### src/hdl/vector3_math_unit_defines.svh
// Assertion macros for the vector math unit.
// Included by the top level; expects clk and rst_n in scope.
`ifndef VECTOR3_MATH_UNIT_DEFINES_SVH
`define VECTOR3_MATH_UNIT_DEFINES_SVH

// Same-cycle implication, checked out of reset.
`define VMU_ASSERT_NOW(lbl, ante, cons, msg) \
    lbl: assert property (@(posedge clk) disable iff (!rst_n) (ante) |-> (cons)) \
        else $error(msg);

// Next-cycle implication, checked out of reset.
`define VMU_ASSERT_NEXT(lbl, ante, cons, msg) \
    lbl: assert property (@(posedge clk) disable iff (!rst_n) (ante) |=> (cons)) \
        else $error(msg);

`endif

### src/hdl/vmu_pkg.sv
// Shared types, op codes and helpers for the vector math unit.
// No dependencies.
package vmu_pkg;

    localparam logic [2:0] OP_DOT   = 3'd0;
    localparam logic [2:0] OP_CROSS = 3'd1;
    localparam logic [2:0] OP_MAG   = 3'd2;
    localparam logic [2:0] OP_NORM  = 3'd3;
    localparam logic [2:0] OP_CLAMP = 3'd4;

    localparam int QDEPTH = 4;
    localparam int QPTR_W = 2;
    localparam int NSQ    = 32;  // root bits
    localparam int NDIV   = 31;  // quotient bits

    localparam logic signed [65:0] MAX66 = 66'sd2147483647;
    localparam logic signed [65:0] MIN66 = -66'sd2147483648;

    typedef enum logic [5:0] {
        K_NONE  = 6'b000001,
        K_DOT   = 6'b000010,
        K_CROSS = 6'b000100,
        K_MAG   = 6'b001000,
        K_NORM  = 6'b010000,
        K_CLAMP = 6'b100000
    } kind_t;

    typedef struct packed {
        logic        [2:0]  op;
        logic signed [31:0] ax;
        logic signed [31:0] ay;
        logic signed [31:0] az;
        logic signed [31:0] bx;
        logic signed [31:0] by;
        logic signed [31:0] bz;
        logic        [30:0] limit;
    } in_beat_t;

    typedef struct packed {
        logic signed [31:0] rx;
        logic signed [31:0] ry;
        logic signed [31:0] rz;
        logic signed [31:0] scalar;
        logic               saturated;
    } out_beat_t;

    typedef struct packed {
        kind_t              kind;
        logic signed [31:0] ax;
        logic signed [31:0] ay;
        logic signed [31:0] az;
        logic signed [31:0] bx;
        logic signed [31:0] by;
        logic signed [31:0] bz;
        logic        [30:0] limit;
    } item_t;

    typedef struct packed {
        logic full;
        logic empty;
    } q_status_t;

    typedef struct packed {
        logic               flag;
        logic signed [31:0] val;
    } sat_t;

    // Result carried down the back pipeline.
    typedef struct packed {
        kind_t              kind;
        logic signed [31:0] rx;
        logic signed [31:0] ry;
        logic signed [31:0] rz;
        logic signed [31:0] sc;
        logic               sat;
        logic               do_div;
        logic        [30:0] k;
    } carry_t;

    typedef struct packed {
        logic [63:0] n;
        logic [33:0] rem;
        logic [31:0] root;
    } sqrt_t;

    typedef struct packed {
        logic [62:0] d;
        logic [31:0] rem;
        logic [30:0] q;
    } div_t;

    function automatic sat_t sat32(input logic signed [65:0] v);
        sat_t r;
        if (v > MAX66) begin
            r.flag = 1'b1;
            r.val  = 32'sh7FFFFFFF;
        end else if (v < MIN66) begin
            r.flag = 1'b1;
            r.val  = 32'sh80000000;
        end else begin
            r.flag = 1'b0;
            r.val  = v[31:0];
        end
        return r;
    endfunction

    function automatic logic [31:0] abs32(input logic signed [31:0] v);
        return v[31] ? 32'(-v) : 32'(v);
    endfunction

endpackage

### src/hdl/vmu_queue.sv
// Short FIFO between front and back.
// Depends on vmu_pkg.
module vmu_queue (
    input  logic               clk,
    input  logic               rst_n,
    input  logic               in_valid,
    input  vmu_pkg::item_t     in_item,
    input  logic               pop,
    output vmu_pkg::item_t     head,
    output vmu_pkg::q_status_t qs
);
    import vmu_pkg::*;

    item_t             mem_reg [QDEPTH];
    logic [QPTR_W-1:0] wr_ptr_reg;
    logic [QPTR_W-1:0] rd_ptr_reg;
    logic [QPTR_W:0]   cnt_reg;
    logic              do_push;
    logic              do_pop;

    assign qs.full  = (cnt_reg == (QPTR_W + 1)'(QDEPTH));
    assign qs.empty = (cnt_reg == '0);
    assign do_push  = in_valid && !qs.full;
    assign do_pop   = pop && !qs.empty;
    assign head     = mem_reg[rd_ptr_reg];

    always_ff @(posedge clk or negedge rst_n)
    begin
        if (!rst_n)
        begin
            wr_ptr_reg <= '0;
            rd_ptr_reg <= '0;
            cnt_reg    <= '0;
        end
        else
        begin
            if (do_push)
            begin
                wr_ptr_reg <= wr_ptr_reg + 1'b1;
            end
            if (do_pop)
            begin
                rd_ptr_reg <= rd_ptr_reg + 1'b1;
            end
            if (do_push && !do_pop)
            begin
                cnt_reg <= cnt_reg + 1'b1;
            end
            else if (do_pop && !do_push)
            begin
                cnt_reg <= cnt_reg - 1'b1;
            end
        end
    end

    always_ff @(posedge clk)
    begin
        if (do_push)
        begin
            mem_reg[wr_ptr_reg] <= in_item;
        end
    end

endmodule

### config.mk
export PLATFORM = sky130hd
export DESIGN_NAME = vmu_queue
export DESIGN_NICKNAME = d
export VERILOG_FILES = /design/src/hdl/vector3_math_unit_defines.svh /design/src/hdl/vmu_pkg.sv /design/src/hdl/vmu_queue.sv
export SDC_FILE = /design/constraint.sdc
export NUM_CORES = 1
export LEC_CHECK = 0
export BUFFER_PORTS_ARGS = -buffer_cell sky130_fd_sc_hd__buf_4
export CELL_PAD_IN_SITES_DETAIL_PLACEMENT = 0
export CELL_PAD_IN_SITES_GLOBAL_PLACEMENT = 1
export CORE_AREA = 2 2 327 329
export DETAILED_ROUTE_END_ITERATION = 10
export DIE_AREA = 0 0 329 331
export HOLD_SLACK_MARGIN = 0.03
export PLACE_DENSITY_LB_ADDON = 0.1
export SYNTH_ARGS = -nofsm -noshare
export SYNTH_HDL_FRONTEND = slang
export SYNTH_SLANG_ARGS = --single-unit
### constraint.sdc
create_clock -name clk -period 8.9 [get_ports clk]
set_input_delay 1.78 -clock clk [delete_from_list [all_inputs] [get_ports clk]]
set_output_delay 1.78 -clock clk [all_outputs]
set_load 0.05 [all_outputs]
# Word level (Yosys, flattened, before mapping)
# Memory sizes are Yosys's and may differ from the RTL's.
# Index checks and enable logic that the tools add are counted.
# op_classes
add_sub_neg,4
n_eq_ne,1
mux,4
reduce_logical,10
# ops
op,count
$mux W3,2
$add A2 B1 Y2 const B,2
$logic_and A1 B1 Y1,4
$logic_not A1 Y1,4
$add A3 B1 Y3 const B,1
$eq A3 B3 Y1 const B,1
$logic_not A3 Y1,1
$sub A3 B1 Y3 const B,1
$mux W1,2
$reduce_bool A2 Y1,1
# totals
regBits,7
ram_bits,916
in_bits,233
output_inout_bits,231
elab_cells,23
memories,1
# mem_list
memory,words,width,rd,rd_clocked_by_memory_dff,wr,line,text
mem_reg,4,229,1,0,1,vmu_queue.sv:14,item_t mem_reg [QDEPTH];

# Logic depth before layout (Yosys ltp)
# depth
ltp_word,7
mapped_depth,9
depth_no_buf,8

# Worst setup path before layout
# Ideal clock, no wire load.
# synth_timing
path_type,input port to flip-flop
from,in in_valid
to,"mem mem_reg[0][0] in the netlist's numbering, enable pin"
setup_ps,618
arrival_time_ps,7272
required_ps,8282
path_slack_ps,1010
cell_stages,3
n_path_buf,1
cell_sequence,nor2b_1 buf_2 and2_1
# synth_between
elab_chain_cells,3
# synth_rtl
element,line,text
start: declaration,vmu_queue.sv:6,"input logic in_valid,"
$logic_and A1 B1 Y1,vmu_queue.sv:23,assign do_push = in_valid && !qs.full;
named net do_push,vmu_queue.sv:18,logic do_push;
$mux W1,vmu_queue.sv:58,if (do_push)
$mux W1 (implied by the code),vmu_queue.sv:60,mem_reg[wr_ptr_reg] <= in_item;
end: declaration,vmu_queue.sv:14,
# The timed path passes the listed nets, and every way through them passes these cells.

==> results.cfg <==
[floorplan]
design.core.area_um2 = 105000
design.portCount = 464
area_of_the_die_um2 = 109000
initial_core_util_pct = 31.9
num_rows = 119
die_w_um = 329
die_y_um = 331

[synthesis]
yosysSeqAreaShare_pct = 82.7
syn-num-nets = 1472
synth_enable_flop_cells = 916
synth_common_cells = 916 x sky130_fd_sc_hd__edfxtp_1, 229 x sky130_fd_sc_hd__mux4_2, 24 x sky130_fd_sc_hd__buf_2, 22 x sky130_fd_sc_hd__buf_6, 7 x sky130_fd_sc_hd__dfrtp_1
synthDistinctLibCells = 20
ys_ff_latch = 923
netlist.area_leader.share_pct = 82.2
post_synthesis_instance_total = 1233
asyncSetResetFlopFracSynth_pct = 0.758
synth.cell_area_um2 = 33500
synth_ff_type = sky130_fd_sc_hd__edfxtp_1
synth_most_common_cell = sky130_fd_sc_hd__edfxtp_1
syn_area_per_cell_um2 = 27.1
synth_area_leader_cell = sky130_fd_sc_hd__edfxtp_1
synthTopCellsByArea = sky130_fd_sc_hd__edfxtp_1 82%, sky130_fd_sc_hd__mux4_2 15%, sky130_fd_sc_hd__buf_6 0.74%
yosysWarnings = 0

[placed_design]
dp_cells = 3051
place.port_buffers = 463
routabilityCongestion = 0.671
place_hpwl_mm = 44.7

[detailed_routing]
detailedRoute.firstIterationViolations = 909
wl_met3_mm = 6.61
top_layer = met5
route.detailed.vias_per_inst = 4.62
via_count = 14900
post-route-drc-count = 0
met2WireLength_mm = 37.6
route.detailed.wl_per_inst_um = 23.6
met1_length_mm = 30.1
drt-pass1-iter-count = 5
drtAntennaViolNets = 0
drt-total-wl_mm = 76.3

[power_and_ir_drop]
power_frac_comb_pct = 39.9
pwr_density_cell_nw_per_um2 = 395
leakagePower_nw = 13.9
power.clock.fraction_pct = 23.7
cellInternalPower_mw = 10.1
switching_share_pct = 38.2
p_sw_mw = 6.28
sequentialPowerShare_pct = 36.4
ir_worst_vdd_v = 0.000251
total_power_mw = 16.4

[grt]
vias_in_the_first_global_route = 16100
grt_first_pass_wirelength_mm = 110
grt_util_all_layers_pct = 13.9
grt_max_degree = 127
globalRoute.totalOverflow = 0
number_of_antenna_violations_at_the_first_check_in_global_routing = 13

[final_layout]
max_ffs_per_register = 916
syn2layout_area_growth_pct = 24.2
finalNetCount = 2000
final_cells = 3229
nFillCells = 9403
num_antenna_cells = 0
post_route_cells_drive_above_1_share_pct = 46.2

[sta]
fin_tns_setup_ns = 0
maxClockFrequency_ghz = 0.200
final-setup-viol-count = 0
maxSlewHeadroom_pct = 30.0
min_period_over_period_pct = 56.0
drv_slew = 0
finalHoldViolCount = 0
unrepaired_setup_endpoints_after_global_routing = no
hold_ws_ns = 0.473
finalClockSkew_ns = 0.0127
fin_crit_ns = 4.99
worst_slew_pin_slew_ns = 1.05

[setup_path]
worst_ep_arrival_time_ns = 3.21
cp-end-kind = output pin
path_max_fanout = 61
crit_type = reg2out
critical_path.startpoint_type = register
reg2regPathDepth = 4
timing.critical_path.required_ns = 7.12

[clocking]
worst_skew_pair.late_latency_ns = 0.65
cts_setup_buffers = 0
holdBufCountCts = 0
cts.sink_count = 923
clock-root-buffer = sky130_fd_sc_hd__clkbuf_16
cts_buffers = 99
htreeDepth = 3
max-clock-path-buffers = 3
cts_tree = yes
post_cts_resized = 0
clk_pin_slew_worst_paths_ns = 0.06

[status]
outcome = completed

[hold_path]
worst_hold_path_type = reg2reg
min_delay_path_depth = 1

[run]
drv_cap = 0
## stage by stage
stage / cell area (um2) / utilization (%) / worst slack, ns
final: 41600 / 39.6 / 3.91
after global routing: 41600 / 39.6 / 3.72
after CTS: 41600 / 39.6 / 3.77
after detailed placement: 38500 / 36.7 / 4.52
after global placement: 38500 / 36.7 / 4.52
after floorplan: 33500 / - / 1.01
## power groups by stage
stage / Combinational (mW) / Clock, mW / Sequential, mW
floorplan: 4.76 / 0 / 6.16
global placement: 6.78 / 0 / 6.05
detailed placement: 6.75 / 0 / 6.09
CTS: 6.76 / 4.04 / 6.00
global route: 6.91 / 4.19 / 6.06
finish: 6.55 / 3.89 / 5.98
## metal layers
layer	vias to the layer above	GRT usage, %
met3	141	5.69
met4	26	3.87
met5	-	0
met2	421	22.9
met1	7917	16.7
li1	6426	-
## cells in the final DEF (no fill, tap or decap), types with 5 or more instances in the layout
cell,n
sky130_fd_sc_hd__edfxtp_1,916
sky130_fd_sc_hd__buf_4,473
sky130_fd_sc_hd__mux4_2,229
sky130_fd_sc_hd__clkbuf_16,103
sky130_fd_sc_hd__clkbuf_1,24
sky130_fd_sc_hd__clkinv_1,22
sky130_fd_sc_hd__clkinv_2,17
sky130_fd_sc_hd__buf_12,7
sky130_fd_sc_hd__bufinv_16,6
sky130_fd_sc_hd__ha_1,5
sky130_fd_sc_hd__dfrtp_1,5
## cell families (layout without fill, tap and decap cells)
kind of cell | after synthesis | count (layout) | share of synthesized area [%]
flops | 923 | 923 | 82.7
mux | 231 | 231 | 15.5
buf+inv | 57 | 662 | 1.26
simple gates | 10 | 10 | 0.172
fa+ha+maj | 6 | 6 | 0.247
xor+xnor | 6 | 6 | 0.157
## path summary, 6_finish.rpt
check | from | endpoint | slack, ns
max | rd_ptr_reg[1] | head[108] | 3.91
min | cnt_reg[2] | cnt_reg[2] | 0.47
max reg2reg | cnt_reg[2] | mem_reg[0][117] | 5.94
min reg2reg | cnt_reg[2] | cnt_reg[2] | 0.47
max in group asynchronous | rst_n | rd_ptr_reg[0] | 7.83
min in group asynchronous | rst_n | cnt_reg[2] | 0.93
## final cells by class
class                      count  area, um2  share of cell area [%]
clock buffer                 127       2670                    6.42
clock inverter                51        395                   0.951
inverter                       4       15.0                  0.0361
multi-input combinational    253       5380                    12.9
sequential                   923      27700                    66.6
tap                         1391       1740                    4.19
timing repair buffer         480       3690                    8.88
## worst max-delay path: stages, from the launching register on
cell	delay (ns)
sky130_fd_sc_hd__dfrtp_4	0.92
sky130_fd_sc_hd__buf_4	0.89
sky130_fd_sc_hd__mux4_2	0.44
sky130_fd_sc_hd__buf_4	0.21
Note: power is estimated with default switching activity, not from simulation.
