<file path="src/hdl/vector3_math_unit_defines.svh">
// Assertion macros for the vector math unit.
// Included by the top level; expects clk and rst_n in scope.
`ifndef VECTOR3_MATH_UNIT_DEFINES_SVH
`define VECTOR3_MATH_UNIT_DEFINES_SVH

// Same-cycle implication, checked out of reset.
`define VMU_ASSERT_NOW(lbl, ante, cons, msg) \
    lbl: assert property (@(posedge clk) disable iff (!rst_n) (ante) |-> (cons)) \
        else $error(msg);

// Next-cycle implication, checked out of reset.
`define VMU_ASSERT_NEXT(lbl, ante, cons, msg) \
    lbl: assert property (@(posedge clk) disable iff (!rst_n) (ante) |=> (cons)) \
        else $error(msg);

`endif

</file>
<file path="src/hdl/vmu_pkg.sv">
// Shared types, op codes and helpers for the vector math unit.
// No dependencies.
package vmu_pkg;

    localparam logic [2:0] OP_DOT   = 3'd0;
    localparam logic [2:0] OP_CROSS = 3'd1;
    localparam logic [2:0] OP_MAG   = 3'd2;
    localparam logic [2:0] OP_NORM  = 3'd3;
    localparam logic [2:0] OP_CLAMP = 3'd4;

    localparam int QDEPTH = 4;
    localparam int QPTR_W = 2;
    localparam int NSQ    = 32;  // root bits
    localparam int NDIV   = 31;  // quotient bits

    localparam logic signed [65:0] MAX66 = 66'sd2147483647;
    localparam logic signed [65:0] MIN66 = -66'sd2147483648;

    typedef enum logic [5:0] {
        K_NONE  = 6'b000001,
        K_DOT   = 6'b000010,
        K_CROSS = 6'b000100,
        K_MAG   = 6'b001000,
        K_NORM  = 6'b010000,
        K_CLAMP = 6'b100000
    } kind_t;

    typedef struct packed {
        logic        [2:0]  op;
        logic signed [31:0] ax;
        logic signed [31:0] ay;
        logic signed [31:0] az;
        logic signed [31:0] bx;
        logic signed [31:0] by;
        logic signed [31:0] bz;
        logic        [30:0] limit;
    } in_beat_t;

    typedef struct packed {
        logic signed [31:0] rx;
        logic signed [31:0] ry;
        logic signed [31:0] rz;
        logic signed [31:0] scalar;
        logic               saturated;
    } out_beat_t;

    typedef struct packed {
        kind_t              kind;
        logic signed [31:0] ax;
        logic signed [31:0] ay;
        logic signed [31:0] az;
        logic signed [31:0] bx;
        logic signed [31:0] by;
        logic signed [31:0] bz;
        logic        [30:0] limit;
    } item_t;

    typedef struct packed {
        logic full;
        logic empty;
    } q_status_t;

    typedef struct packed {
        logic               flag;
        logic signed [31:0] val;
    } sat_t;

    // Result carried down the back pipeline.
    typedef struct packed {
        kind_t              kind;
        logic signed [31:0] rx;
        logic signed [31:0] ry;
        logic signed [31:0] rz;
        logic signed [31:0] sc;
        logic               sat;
        logic               do_div;
        logic        [30:0] k;
    } carry_t;

    typedef struct packed {
        logic [63:0] n;
        logic [33:0] rem;
        logic [31:0] root;
    } sqrt_t;

    typedef struct packed {
        logic [62:0] d;
        logic [31:0] rem;
        logic [30:0] q;
    } div_t;

    function automatic sat_t sat32(input logic signed [65:0] v);
        sat_t r;
        if (v > MAX66) begin
            r.flag = 1'b1;
            r.val  = 32'sh7FFFFFFF;
        end else if (v < MIN66) begin
            r.flag = 1'b1;
            r.val  = 32'sh80000000;
        end else begin
            r.flag = 1'b0;
            r.val  = v[31:0];
        end
        return r;
    endfunction

    function automatic logic [31:0] abs32(input logic signed [31:0] v);
        return v[31] ? 32'(-v) : 32'(v);
    endfunction

endpackage

</file>
<file path="src/hdl/vmu_front.sv">
// Front: registers an incoming beat and classifies its op.
// Depends on vmu_pkg.
module vmu_front (
    input  logic               clk,
    input  logic               rst_n,
    input  logic               req_valid,
    output logic               req_stall,
    input  vmu_pkg::in_beat_t  req,
    input  vmu_pkg::q_status_t qs,
    output logic               item_valid,
    output vmu_pkg::item_t     item
);
    import vmu_pkg::*;

    logic  valid_reg;
    item_t item_reg;
    item_t item_next;
    logic  load;

    assign load      = !valid_reg || !qs.full;
    assign req_stall = !load;

    always_comb
    begin
        item_next.ax    = req.ax;
        item_next.ay    = req.ay;
        item_next.az    = req.az;
        item_next.bx    = req.bx;
        item_next.by    = req.by;
        item_next.bz    = req.bz;
        item_next.limit = req.limit;
        unique case (req.op)
            OP_DOT:   item_next.kind = K_DOT;
            OP_CROSS: item_next.kind = K_CROSS;
            OP_MAG:   item_next.kind = K_MAG;
            OP_NORM:  item_next.kind = K_NORM;
            OP_CLAMP: item_next.kind = K_CLAMP;
            default:  item_next.kind = K_NONE;
        endcase
    end

    always_ff @(posedge clk or negedge rst_n)
    begin
        if (!rst_n)
        begin
            valid_reg <= 1'b0;
        end
        else if (load)
        begin
            valid_reg <= req_valid;
        end
    end

    always_ff @(posedge clk)
    begin
        if (load && req_valid)
        begin
            item_reg <= item_next;
        end
    end

    assign item_valid = valid_reg;
    assign item       = item_reg;

endmodule

</file>
<file path="config.mk">
export PLATFORM = sky130hd
export DESIGN_NAME = vmu_front
export DESIGN_NICKNAME = d
export VERILOG_FILES = /design/src/hdl/vector3_math_unit_defines.svh /design/src/hdl/vmu_pkg.sv /design/src/hdl/vmu_front.sv
export SDC_FILE = /design/constraint.sdc
export NUM_CORES = 1
export LEC_CHECK = 0
export BUFFER_PORTS_ARGS = -buffer_cell sky130_fd_sc_hd__buf_2
export CAP_MARGIN = 20
export CORE_AREA = 3 3 179 181
export CTS_BUF_LIST = sky130_fd_sc_hd__clkbuf_4 sky130_fd_sc_hd__clkbuf_8
export DETAILED_ROUTE_END_ITERATION = 6
export DIE_AREA = 0 0 182 184
export PLACE_DENSITY = 0.47
export SLEW_MARGIN = 20
export SYNTH_ARGS = -nofsm -noshare
export SYNTH_HDL_FRONTEND = slang
export SYNTH_SLANG_ARGS = --single-unit
export TNS_END_PERCENT = 100
</file>
<file path="constraint.sdc">
create_clock -name clk -period 17.1 [get_ports clk]
set_input_delay 3.42 -clock clk [delete_from_list [all_inputs] [get_ports clk]]
set_output_delay 3.42 -clock clk [all_outputs]
set_load 0.1 [all_outputs]
</file>
* After elaboration in Yosys (flattened, before gate mapping)
Index checks and enable logic that the tools add are counted.
** Cells by class
- Muxes and demuxes :: 1
- Reductions and logical operators :: 6
- Equal/unequal tests :: 4
** Operator list (number)
- 6-bit case mux with 5 select lines :: 1
- 3-bit by 2-bit == test with 1-bit output (second input constant) :: 2
- 3-bit by 1-bit == test with 1-bit output (second input constant) :: 1
- 3-bit == test (second input constant) :: 1
- 1-bit zero test :: 3
- 3-bit zero test :: 1
- 1-bit logical AND :: 1
- 1-bit logical OR :: 1
** Word-level totals
- Output and inout port bits :: 231
- Register bits after elaboration :: 230
- Logic and storage cells :: 20
- Input port bits :: 231

* Depth between registers and ports, before layout
Gate-level depths: netlist of run 1.
- Depth after elaboration :: 3
- Depth in mapped cells :: 1
- Mapped depth without buffers :: 1

* Worst setup path before layout of run 1
Ideal clock, no wire load.
- Path type :: input port to flip-flop
- From :: input req_valid
- To :: register item_reg (netlist bit item[0]) (enable)
- Required time :: 15.928 ns
- Slack :: -3.975 ns
- Path buffers :: 0
- Arrival time :: 19.904 ns
- Stages on the path :: 1
- Library setup time :: 1.172 ns
- Cells stage by stage :: a21boi_0
** On the way
- Longest elaborated chain between the ends :: 1
** RTL lines
- start: declaration :: RTL line vmu_front.sv:6 : input logic req_valid,
- 1-bit logical AND :: RTL line vmu_front.sv:56 : if (load && req_valid)
- end signal: assignment :: RTL line vmu_front.sv:58 : item_reg <= item_next;
- end: declaration :: RTL line vmu_front.sv:16 : item_t item_reg;
Every way passes these cells.
A chain may end at the register's enable or synchronous reset.

* Worst setup path after layout of run 1
- From :: input qs[1] (netlist name)
- To :: output req_stall
** On the way
- Longest elaborated chain between the ends :: 3
** RTL lines
- start: declaration :: RTL line vmu_front.sv:9 : input vmu_pkg::q_status_t qs,
- 1-bit zero test :: RTL line vmu_front.sv:20 : assign load = !valid_reg || !qs.full;
- 1-bit logical OR :: RTL line vmu_front.sv:20
- 1-bit zero test :: RTL line vmu_front.sv:21 : assign req_stall = !load;
- end: declaration :: RTL line vmu_front.sv:7 : output logic req_stall,
Every way passes these cells.

==> metrics.md, run 1 <==
| Metric | Value |
|---|---|
| Run status | completed |
| Slack of the worst reg-to-reg path | 14.07 ns |
| Clock-pin slew of the registers on the worst-case setup and hold paths | 0.06 ns |
| Number of top-level pins | 462 |
| Critical R2R Launch | item_valid |
| Number of flip-flops in the largest register | 229 |
| Via count of the first global-routing pass | 4600 |
| Path category of the worst min-delay check | flip-flop to flip-flop |
| Post-detailed-route count of antenna-violating nets | 0 |
| Share of Yosys cell area claimed by the top area cell type | 98.69% |
| Sequential-to-total area share from yosys stat | 99.05% |
| Post-synthesis cell area | 0.006968 mm² |
| Crit Path Max Fanout | 3 |
| Detailed-route wire length | 20.45 mm |
| Setup_tns | 0 ns |
| CTS root buf | clkbuf_8 |
| Global-route wire length before repair | 28.53 mm |
| Reg2Reg Capture Point | item[3] |
| Share of post-route cells with drive strength above 1 | 67.84% |
| Number of library cell types mapped by synthesis | 9 |
| Inserted Clock Buffers | 41 |
| Worst hold slack after final layout | 0.6011 ns |
| Pre-CTS worst setup slack | 9.597 ns |
| Gp weighted congestion | 0.7299 |
| MaxCap Viol Count | 0 |
| Pin count of the biggest net entering global routing | 84 |
| Core area | 0.03059 mm² |
| Library cell occupying the most area in the post-synthesis netlist | edfxtp_1 |
| Share of the cycle needed by the critical path after routing | 43.89% |
| CP Class | primary input to output port |
| Via count normalized by instance count | 3.773 |
| Proportion of total power due to net switching | 33.49% |
| Mean instance size in the synthesized netlist | 29.15 µm² |
| Routed len/inst | 17.57 µm |
| Area of the die | 0.03349 mm² |
| Worst endpoint data arrival time | 4.09 ns |
| Largest cells by area after synthesis | edfxtp_1 99%, dfrtp_1 0.36%, nor3b_1 0.32% |
| Shortest clock period the worst path allows after layout | 7.506 ns |
| PwrDens | 134.2 mW/mm² |
| Clock tree from TritonCTS | built |
| Slowest cell on crit path | buf_2 |
| Critical path capture point type | output port |
| CTS H-tree depth | 2 |
| Slew at the pin with the worst max-slew slack | 1.060 ns |
| Overall die height | 184 µm |
| Gate count after technology mapping | 239 |
| P_leak | 4.422 nW |
| Count of yosys warnings during synthesis | 0 |
| Remaining Overflow, GRT | 0 |
| Total number of vias | 4392 |
| Chain of cells forming the critical path | buf_2 > and2_1 > buf_2 |
| Worst Hold End | item_valid |
| Slowest stage delay, CP | 0.42 ns |
| Port bufs | 460 |
| Delay-heaviest family, CP | buffers and inverters |
| Final net count | 976 |
| Final setup slack of the worst path | 9.594 ns |
| Critical path's most frequent cell | buf_2 |
| Post-CTS Resized | 0 |
| Total non-filler cell area in the finished layout | 0.01050 mm² |
| Startpoint kind of the worst setup timing path | primary input |
| Effective utilization at floorplan | 22.78% |
| Number of buffers inserted to repair setup after CTS | 0 |
| Count of routing violations after the opening detailed-route iteration | 114 |
| Clock tree skew after final layout | 0.02310 ns |
| Relative contribution of combinational cells to total power | 20.4% |
| Cell-internal power | 0.9373 mW |
| Die Wd | 182 µm |
| Layout Area Growth over Synthesis | 50.71% |
| Number of max-slew violations in the final report | 0 |
| Final routed DRC violation total | 0 |
| Number of antenna violations at the first check in global routing | 3 |
| Synthesized Nets | 470 |
| Total count of hold-check failures in the final report | 0 |
| Area after DPL | 0.009799 mm² |
| Unrepaired setup endpoints after global routing | false |
| Fraction of power consumed by the clock network | 32.4% |
| Max clock buf depth | 3 |
| Clock sink count | 230 |
| Post-synthesis sequential element count | 230 |
| Crit path buffers/inverters | 2 |
| Antenna Cells | 0 |
| Number of standard-cell rows in the floorplan | 64 |
| Maximum achievable frequency | 0.1332 GHz |
| Final total power | 1.409 mW |
| Hold depth | 1 |
| Switching power summed over all nets | 0.4720 mW |
| Detailed placement HPWL | 15.57 mm |
| Setup-violating endpoint count in the final report | 0 |
| Highest ir drop seen on vdd | 0.06120 mV |
| Seq pwr share | 47.2% |
| GRT Total Usage | 11.42% |
| Relative max-transition margin | 29.35% |
| Initial DRT Pass Iterations | 4 |
| R2R cell count | 3 |
| HP Start | item_valid |
| Required time at the endpoint of the critical path | 13.68 ns |
| Later-pin clock latency in the skew report | 0.52 ns |
| Hold buffer count at cts | 0 |
==> per-stage QoR <==
step,instances,utilization [%]
2_1_floorplan,239,-
3_3_place_gp,1098,32.04
3_5_place_dp,1098,32.04
4_1_cts,1164,34.33
5_1_grt,1164,34.33
6_report,1164,34.33
==> cell families (layout without fill, tap and decap cells) <==
kind of cell	after synthesis	after routing	synth area share (%)
DFF	230	230	99.05
buffers and inverters	0	529	0
and+or+nand+nor	6	6	0.6285
AOI/OAI and AO/OA	3	3	0.3233
==> power groups by stage <==
stage	Combinational [mW]	Sequential, mW	Clock, mW
after CTS	0.290	0.666	0.481
after global routing	0.295	0.668	0.508
after detailed placement	0.290	0.678	0
final	0.287	0.666	0.457
after floorplan	0.0118	0.905	0
after global placement	0.289	0.677	0
==> Yosys cell counts (all sizes together) <==
| cell | instances |
|---|---|
| a21boi | 1 |
| a21o | 1 |
| and2 | 1 |
| and3b | 1 |
| dfrtp | 1 |
| edfxtp | 229 |
| nor3 | 1 |
| nor3b | 3 |
| o21a | 1 |
==> routing by layer <==
metal / part of all wire [%] / wire, µm / track usage (%)
met1: 33 / 6806 / 11.72
met2: 49 / 10060 / 19.26
met3: 13 / 2751 / 6.114
met4: 3.8 / 787 / 5.302
met5: 0.20 / 41 / 0
==> worst max-delay path by stage <==
| stage | cells past startpoint | from | end |
|---|---|---|---|
| floorplan | 1 | req_valid | item[0] |
| global route | 3 | qs[1] | req_stall |
| CTS | 3 | qs[1] | req_stall |
| detailed placement | 3 | qs[1] | req_stall |
| global placement | 3 | qs[1] | req_stall |
| finish | 3 | qs[1] | req_stall |
==> placed cells by master, fill, tap and decap left out <==
cell / netlist / layout
clkbuf_8: 0 / 41
dfrtp_1: 1 / 1
clkinvlp_4: 0 / 1
nor3b_1: 3 / 3
and3b_2: 1 / 1
clkbuf_4: 0 / 9
nor3_1: 1 / 1
a21o_1: 1 / 1
buf_2: 0 / 460
a21boi_4: 0 / 1
clkinv_2: 0 / 5
edfxtp_1: 229 / 229
buf_4: 0 / 3
and2_1: 1 / 1
clkinv_1: 0 / 10
o21a_1: 1 / 1
==> area by class of cell <==
cell class                 instances  area (µm²)
multi-input combinational          9       77.57
clock inverter                    16       70.07
sequential                       230        6902
tap                              396       495.5
clock buffer                      50       631.9
fill                            3025       20090
timing repair buffer             463        2325
Power figures use the tool's default switching activity.
==> run 2: changes to the inputs <==
- ABC_AREA: default -> 1
- CORE_AREA: 3 3 179 181 -> 3 3 181 183
- DIE_AREA: 0 0 182 184 -> 0 0 184 186
- PLACE_DENSITY: 0.47 -> 0.45
- clock period: 17.1 -> 7.1 ns (I/O delays scaled with it)
==> run 2 against run 1 <==
Against the previous run:
- final cell count grew 2.1%
- wire length increased by 3.2%
- via count up 0.66%
- worst hold slack got worse by 0.096 ns
==> metrics.md, run 2 <==
| Metric | Value |
|---|---|
| Most common cell after layout, fill and taps aside | buf_2 |
| Effective utilization at floorplan | 22.21% |
| Largest cells by area after synthesis | edfxtp_1 99%, nor2_1 0.43%, dfrtp_1 0.36% |
| Library cell occupying the most area in the post-synthesis netlist | edfxtp_1 |
| Core area | 0.03139 mm² |
| Inserted Clock Buffers | 44 |
| Fraction of synthesis flops using an asynchronous set or reset pin | 0.4348% |
| Dominant combinational cell family by area after synthesis | simple AND/OR/NAND/NOR gates |
| Unrepaired setup endpoints after global routing | false |
| Simple-Gate Fraction of Synth Area | 0.7358% |
| Hold depth | 2 |
| Crit Path Max Fanout | 2 |
| Number of top-level pins | 462 |
| Post-synthesis cell area | 0.006972 mm² |
| Crit path buffers/inverters | 3 |
| Final net count | 989 |
| Clock tree from TritonCTS | built |
| Initial DRT Pass Iterations | 4 |
| Max clock buf depth | 3 |
| Post-detailed-route count of antenna-violating nets | 0 |
| Highest ir drop seen on vdd | 0.1554 mV |
| Slowest cell on crit path | buf_2 |
| Remaining Overflow, GRT | 0 |
| Total number of vias | 4421 |
| Relative max-transition margin | 37.18% |
| Detailed placement HPWL | 15.94 mm |
| Slew at the pin with the worst max-slew slack | 0.9423 ns |
| Via count normalized by instance count | 3.718 |
| Count of yosys warnings during synthesis | 0 |
| Overall die height | 186 µm |
| Die Wd | 184 µm |
| Share of the synthesized area in compound gates (AO/OA/AOI/OAI) | 0% |
| Slowest stage delay, CP | 0.44 ns |
| Utilization after layout | 33.85% |
| MaxCap Viol Count | 0 |
| Slack of the worst reg-to-reg path | 4.64 ns |
| Number of flip-flops in the largest register | 229 |
| PwrDens | 331.4 mW/mm² |
| Critical R2R Launch | item_valid |
| Worst Hold End | item_valid |
| Port bufs | 460 |
| Post-synthesis sequential element count | 230 |
| Setup-violating endpoint count in the final report | 0 |
| Required time at the endpoint of the critical path | 5.68 ns |
| Commonest cells after routing, fill and taps aside | 460 x buf_2, 229 x edfxtp_1, 45 x clkbuf_8 |
| Dominant register cell in the synthesized netlist | edfxtp_1 |
| Number of flops mapped to enable cells by yosys | 229 |
| Clock sink count | 230 |
| Path category of the worst min-delay check | flip-flop to flip-flop |
| Via count of the first global-routing pass | 4639 |
| Post-synthesis mux area share | 0% |
| Share of post-route cells with drive strength above 1 | 67.68% |
| Mean instance size in the synthesized netlist | 28.11 µm² |
| HP Start | item_valid |
| CTS H-tree depth | 2 |
| Number of library cell types mapped by synthesis | 7 |
| Gate count after technology mapping | 248 |
| Worst path depth | 4 |
| Number of standard-cell rows in the floorplan | 65 |
| Share of the cycle needed by the critical path after routing | 49.59% |
| Hold buffer count at cts | 0 |
| Total count of hold-check failures in the final report | 0 |
| Gp weighted congestion | 0.7251 |
| Delay-heaviest family, CP | buffers and inverters |
| Run status | completed |
| Final routed DRC violation total | 0 |
| Shortest clock period the worst path allows after layout | 3.521 ns |
| Fraction of the mapped netlist area in adder cells | 0% |
| Number of buffers inserted to repair setup after CTS | 0 |
| Share of Yosys cell area claimed by the top area cell type | 98.64% |
| Area of the die | 0.03422 mm² |
| Later-pin clock latency in the skew report | 0.52 ns |
| CTS root buf | clkbuf_8 |
| Critical path's most frequent cell | buf_2 |
| Startpoint kind of the worst setup timing path | primary input |
| Count of routing violations after the opening detailed-route iteration | 116 |
| Maximum achievable frequency | 0.2840 GHz |
| Relative contribution of combinational cells to total power | 19.6% |
| Critical path capture point type | output port |
| GRT Total Usage | 11.24% |
| Worst endpoint data arrival time | 2.10 ns |
| Cell-internal power | 2.364 mW |
| Leading post-synthesis cells by instance count | 229 x edfxtp_1, 8 x nor2_1, 4 x nand2_1 |
| Number of max-slew violations in the final report | 0 |
| Clock-pin slew of the registers on the worst-case setup and hold paths | 0.06 ns |
| Fraction of power consumed by the clock network | 34.8% |
| Reg2Reg Capture Point | item[64] |
| Setup_tns | 0 ns |
| R2R cell count | 5 |
| Seq pwr share | 45.6% |
| Routed len/inst | 17.75 µm |
| Most instantiated library cell after synthesis | edfxtp_1 |
| Global-route wire length before repair | 28.41 mm |
| Detailed-route wire length | 21.11 mm |
| Proportion of total power due to net switching | 32.85% |
| Clock tree skew after final layout | 0.01687 ns |
| Worst hold slack after final layout | 0.5052 ns |
| CP Class | primary input to output port |
| Chain of cells forming the critical path | buf_2 > nand2_1 > inv_1 > buf_2 |
| Pin count of the biggest net entering global routing | 75 |
| Switching power summed over all nets | 1.157 mW |
| Post-CTS Resized | 0 |
| Post-synthesis share of cell area spent on xor and xnor gates | 0% |
| Number of antenna violations at the first check in global routing | 2 |
| Sequential-to-total area share from yosys stat | 98.99% |
| Layout Area Growth over Synthesis | 52.42% |
| Synthesized Nets | 479 |
| P_leak | 4.514 nW |
run 2: changes by cell type in the layout (fill, tap and decap cells not counted), moves of 2 or more:
cell / previous run / this run
clkbuf_4: 9 / 13
clkbuf_8: 41 / 45
inv_1: 0 / 3
inv_2: 0 / 2
nand2_1: 0 / 4
nor2_1: 0 / 7
nor3b_1: 3 / 0
run 2: worst max path at each step:
stage | start | endpoint | slack, ns
floorplan | qs[1] | item[0] | 1.23
global placement | qs[1] | item[110] | 3.48
detailed placement | qs[1] | item[83] | 3.48
CTS | qs[1] | req_stall | 3.57
global route | qs[1] | req_stall | 3.54
finish | qs[1] | req_stall | 3.58
run 2: worst min-delay path: stages, from the launching register on:
cell and delay (ns):
dfrtp_1 0.35, nand2_1 0.07, nand2_1 0.05
run 2: area by class of cell:
class / count / area, µm²
multi-input combinational: 13 / 58.81
tap: 402 / 503.0
timing repair buffer: 464 / 2332
antenna: 1 / 2.502
clock buffer: 58 / 716.9
sequential: 230 / 6902
fill: 3160 / 20770
clock inverter: 16 / 92.59
inverter: 5 / 18.77
run 2: metal layers:
layer | global-route usage [%] | part of all wire, % | vias to the layer above
met3 | 5.394 | 11 | 55
li1 | - | - | 2018
met4 | 4.475 | 2.7 | 2
met1 | 12.19 | 35 | 2098
met2 | 19.03 | 51 | 248
met5 | 0 | 0.033 | -
run 2: cell families after synthesis:
logic type,count (synthesis)
AND/OR/NAND/NOR,13
buffers and inverters,5
flip-flops,230
run 2: power groups by stage:
stage | clock network [mW] | logic [mW] | registers (mW)
6_report | 1.22 | 0.691 | 1.60
5_1_grt | 1.36 | 0.712 | 1.61
4_1_cts | 1.29 | 0.698 | 1.61
3_5_place_dp | 0 | 0.698 | 1.63
3_3_place_gp | 0 | 0.696 | 1.63
2_1_floorplan | 0 | 0.0299 | 2.15
run 2: through the flow:
stage / setup WS (ns) / instances / power, mW / area [µm²]
3_3_place_gp: 3.479 / 1114 / 2.327 / 9814
6_report: 3.579 / 1189 / 3.521 / 10630
2_1_floorplan: 1.232 / 248 / 2.184 / 6979
4_1_cts: 3.568 / 1188 / 3.593 / 10620
5_1_grt: 3.537 / 1188 / 3.678 / 10620
3_5_place_dp: 3.477 / 1114 / 2.331 / 9814
==> run 3: changes to the inputs <==
- CORE_AREA: 3 3 181 183 -> 3 3 179 181
- DIE_AREA: 0 0 184 186 -> 0 0 182 184
- PLACE_DENSITY: 0.45 -> 0.47
- clock period: 7.1 -> 3.1 ns (I/O delays scaled with it)
==> run 3 against run 2 <==
Against the previous run:
- worst hold slack worse by 0.24 ns
- setup slack lost 2.6 ns
- combinational power rose by 130%
- clock power is 150% higher
- critical path depth decreased by 1
- flip-flop and latch count unchanged
- sequential power increased by 130%
- design area rose by 1.0%
- via count is 0.70% lower
- count of clock-buffer cells in the layout is 2 lower
- largest cell class unchanged
- highest routed layer unchanged
==> metrics.md, run 3 (synthesis results as in run 2) <==
| Metric | Value |
|---|---|
| Commonest cells after routing, fill and taps aside | 460 x buf_2, 229 x edfxtp_1, 45 x clkbuf_8 |
| Fraction of power consumed by the clock network | 36.5% |
| Clock sink count | 230 |
| Die Wd | 182 µm |
| Initial DRT Pass Iterations | 4 |
| Clock tree from TritonCTS | built |
| Number of standard-cell rows in the floorplan | 64 |
| Gp weighted congestion | 0.7312 |
| Endpoint of the most critical setup path | req_stall |
| Crit Path Max Fanout | 2 |
| Detailed-route wire length | 20.59 mm |
| Relative max-transition margin | 47.04% |
| Number of top-level pins | 462 |
| Post-CTS Resized | 0 |
| MaxCap Viol Count | 0 |
| CTS root buf | clkbuf_8 |
| HP Start | req[129] |
| Post-layout instance count excluding filler cells | 1186 |
| Run status | completed |
| Detailed placement HPWL | 15.33 mm |
| Core area | 0.03059 mm² |
| GRT Total Usage | 11.44% |
| Required time at the endpoint of the critical path | 2.48 ns |
| Port bufs | 460 |
| Post-detailed-route count of antenna-violating nets | 0 |
| Post-Place Cells | 1106 |
| Setup_tns | 0 ns |
| Most common cell after layout, fill and taps aside | buf_2 |
| Critical R2R Launch | item_valid |
| Final setup slack of the worst path | 0.9844 ns |
| P_leak | 4.546 nW |
| Clock tree skew after final layout | 0.009039 ns |
| Critical path capture point type | output port |
| Path category of the worst min-delay check | primary input to flip-flop |
| Shortest clock period the worst path allows after layout | 2.116 ns |
| Seq pwr share | 44.3% |
| Number of antenna violations at the first check in global routing | 3 |
| Pre-CTS worst setup slack | 0.9914 ns |
| Reg2Reg Capture Point | item[214] |
| Startpoint kind of the worst setup timing path | flip-flop |
| CTS H-tree depth | 2 |
| Area after DPL | 0.009832 mm² |
| Switching power summed over all nets | 2.641 mW |
| Max clock buf depth | 3 |
| Clock-pin slew of the registers on the worst-case setup and hold paths | 0.06 ns |
| Total non-filler cell area in the finished layout | 0.01074 mm² |
| CP Class | flip-flop to output port |
| Remaining Overflow, GRT | 0 |
| Routed len/inst | 17.36 µm |
| Unrepaired setup endpoints after global routing | false |
| Inserted Clock Buffers | 42 |
| Maximum achievable frequency | 0.4727 GHz |
| Highest ir drop seen on vdd | 0.3997 mV |
| Cell-internal power | 5.650 mW |
| Later-pin clock latency in the skew report | 0.52 ns |
| Slew at the pin with the worst max-slew slack | 0.7944 ns |
| Via count normalized by instance count | 3.702 |
| Effective utilization at floorplan | 22.79% |
| Global-route wire length before repair | 28.72 mm |
| Number of buffers inserted to repair setup after CTS | 0 |
| Slack of the worst reg-to-reg path | 1.20 ns |
| Share of post-route cells with drive strength above 1 | 67.43% |
| Worst endpoint data arrival time | 1.50 ns |
| Total number of vias | 4390 |
| Count of routing violations after the opening detailed-route iteration | 190 |
| Area of the die | 0.03349 mm² |
| Utilization after layout | 35.10% |
| Final-layout fill cell count | 3026 |
| Number of flip-flops in the largest register | 229 |
| Layout Area Growth over Synthesis | 54.02% |
| Relative contribution of combinational cells to total power | 19.2% |
| CP startpoint | item_valid |
| Final total power | 8.291 mW |
| Setup-violating endpoint count in the final report | 0 |
| Hold buffer count at cts | 1 |
| Pin count of the biggest net entering global routing | 131 |
| PwrDens | 772.2 mW/mm² |
| Final routed DRC violation total | 0 |
| Worst hold slack after final layout | 0.2694 ns |
| R2R cell count | 4 |
| Share of the cycle needed by the critical path after routing | 68.24% |
| Number of max-slew violations in the final report | 0 |
| Via count of the first global-routing pass | 4663 |
| Final net count | 986 |
| Overall die height | 184 µm |
| Proportion of total power due to net switching | 31.86% |
| Total count of hold-check failures in the final report | 0 |
## run 3: changes by cell type in the layout (fill, tap and decap cells not counted), sizes merged
cell,previous run,this run
dlygate4sd3,0,1
buf,464,462
inv,5,4
clkinv,15,18
clkinvlp,0,1
bufinv,1,4
clkbuf,58,56
## run 3: worst min path at each step
stage                  to  slack (ns)  cells past startpoint
6_report        item[129]        0.27                      1
5_1_grt         item[153]        0.21                      1
4_1_cts          item[69]        0.20                      1
3_5_place_dp   item_valid        0.40                      1
3_3_place_gp   item_valid        0.40                      1
2_1_floorplan  item_valid        0.32                      0
## run 3: per-layer routing
| metal | GRT usage (%) | up-vias | wire length [µm] |
|---|---|---|---|
| li1 | - | 2023 | - |
| met1 | 11.89 | 2026 | 6879 |
| met2 | 20.02 | 275 | 10700 |
| met3 | 5.105 | 62 | 2251 |
| met4 | 5.058 | 4 | 718 |
| met5 | 0 | - | 31 |
## run 3: area by class of cell
cell class / instances / area, µm² / share of cell area (%)
Tap cell: 396 / 495.5 / 4.614
Multi-Input combinational cell: 13 / 66.31 / 0.6176
Clock buffer: 56 / 701.9 / 6.537
Clock inverter: 22 / 191.4 / 1.783
Antenna cell: 1 / 2.502 / 0.02330
Sequential cell: 230 / 6905 / 64.31
Inverter: 5 / 22.52 / 0.2097
Timing Repair Buffer: 463 / 2352 / 21.91
## run 3: critical path: stages, from the launching register on
cell and delay, ns:
dfrtp_4 0.42, nand2_4 0.05, clkinvlp_4 0.08, buf_2 0.42
## run 3: power groups by stage
stage	clock network, mW	logic, mW	registers [mW]
after floorplan	0	0.0696	4.94
after global placement	0	1.60	3.73
after CTS	3.20	1.60	3.67
final	3.03	1.59	3.67
after detailed placement	0	1.60	3.74
after global routing	3.34	1.64	3.69
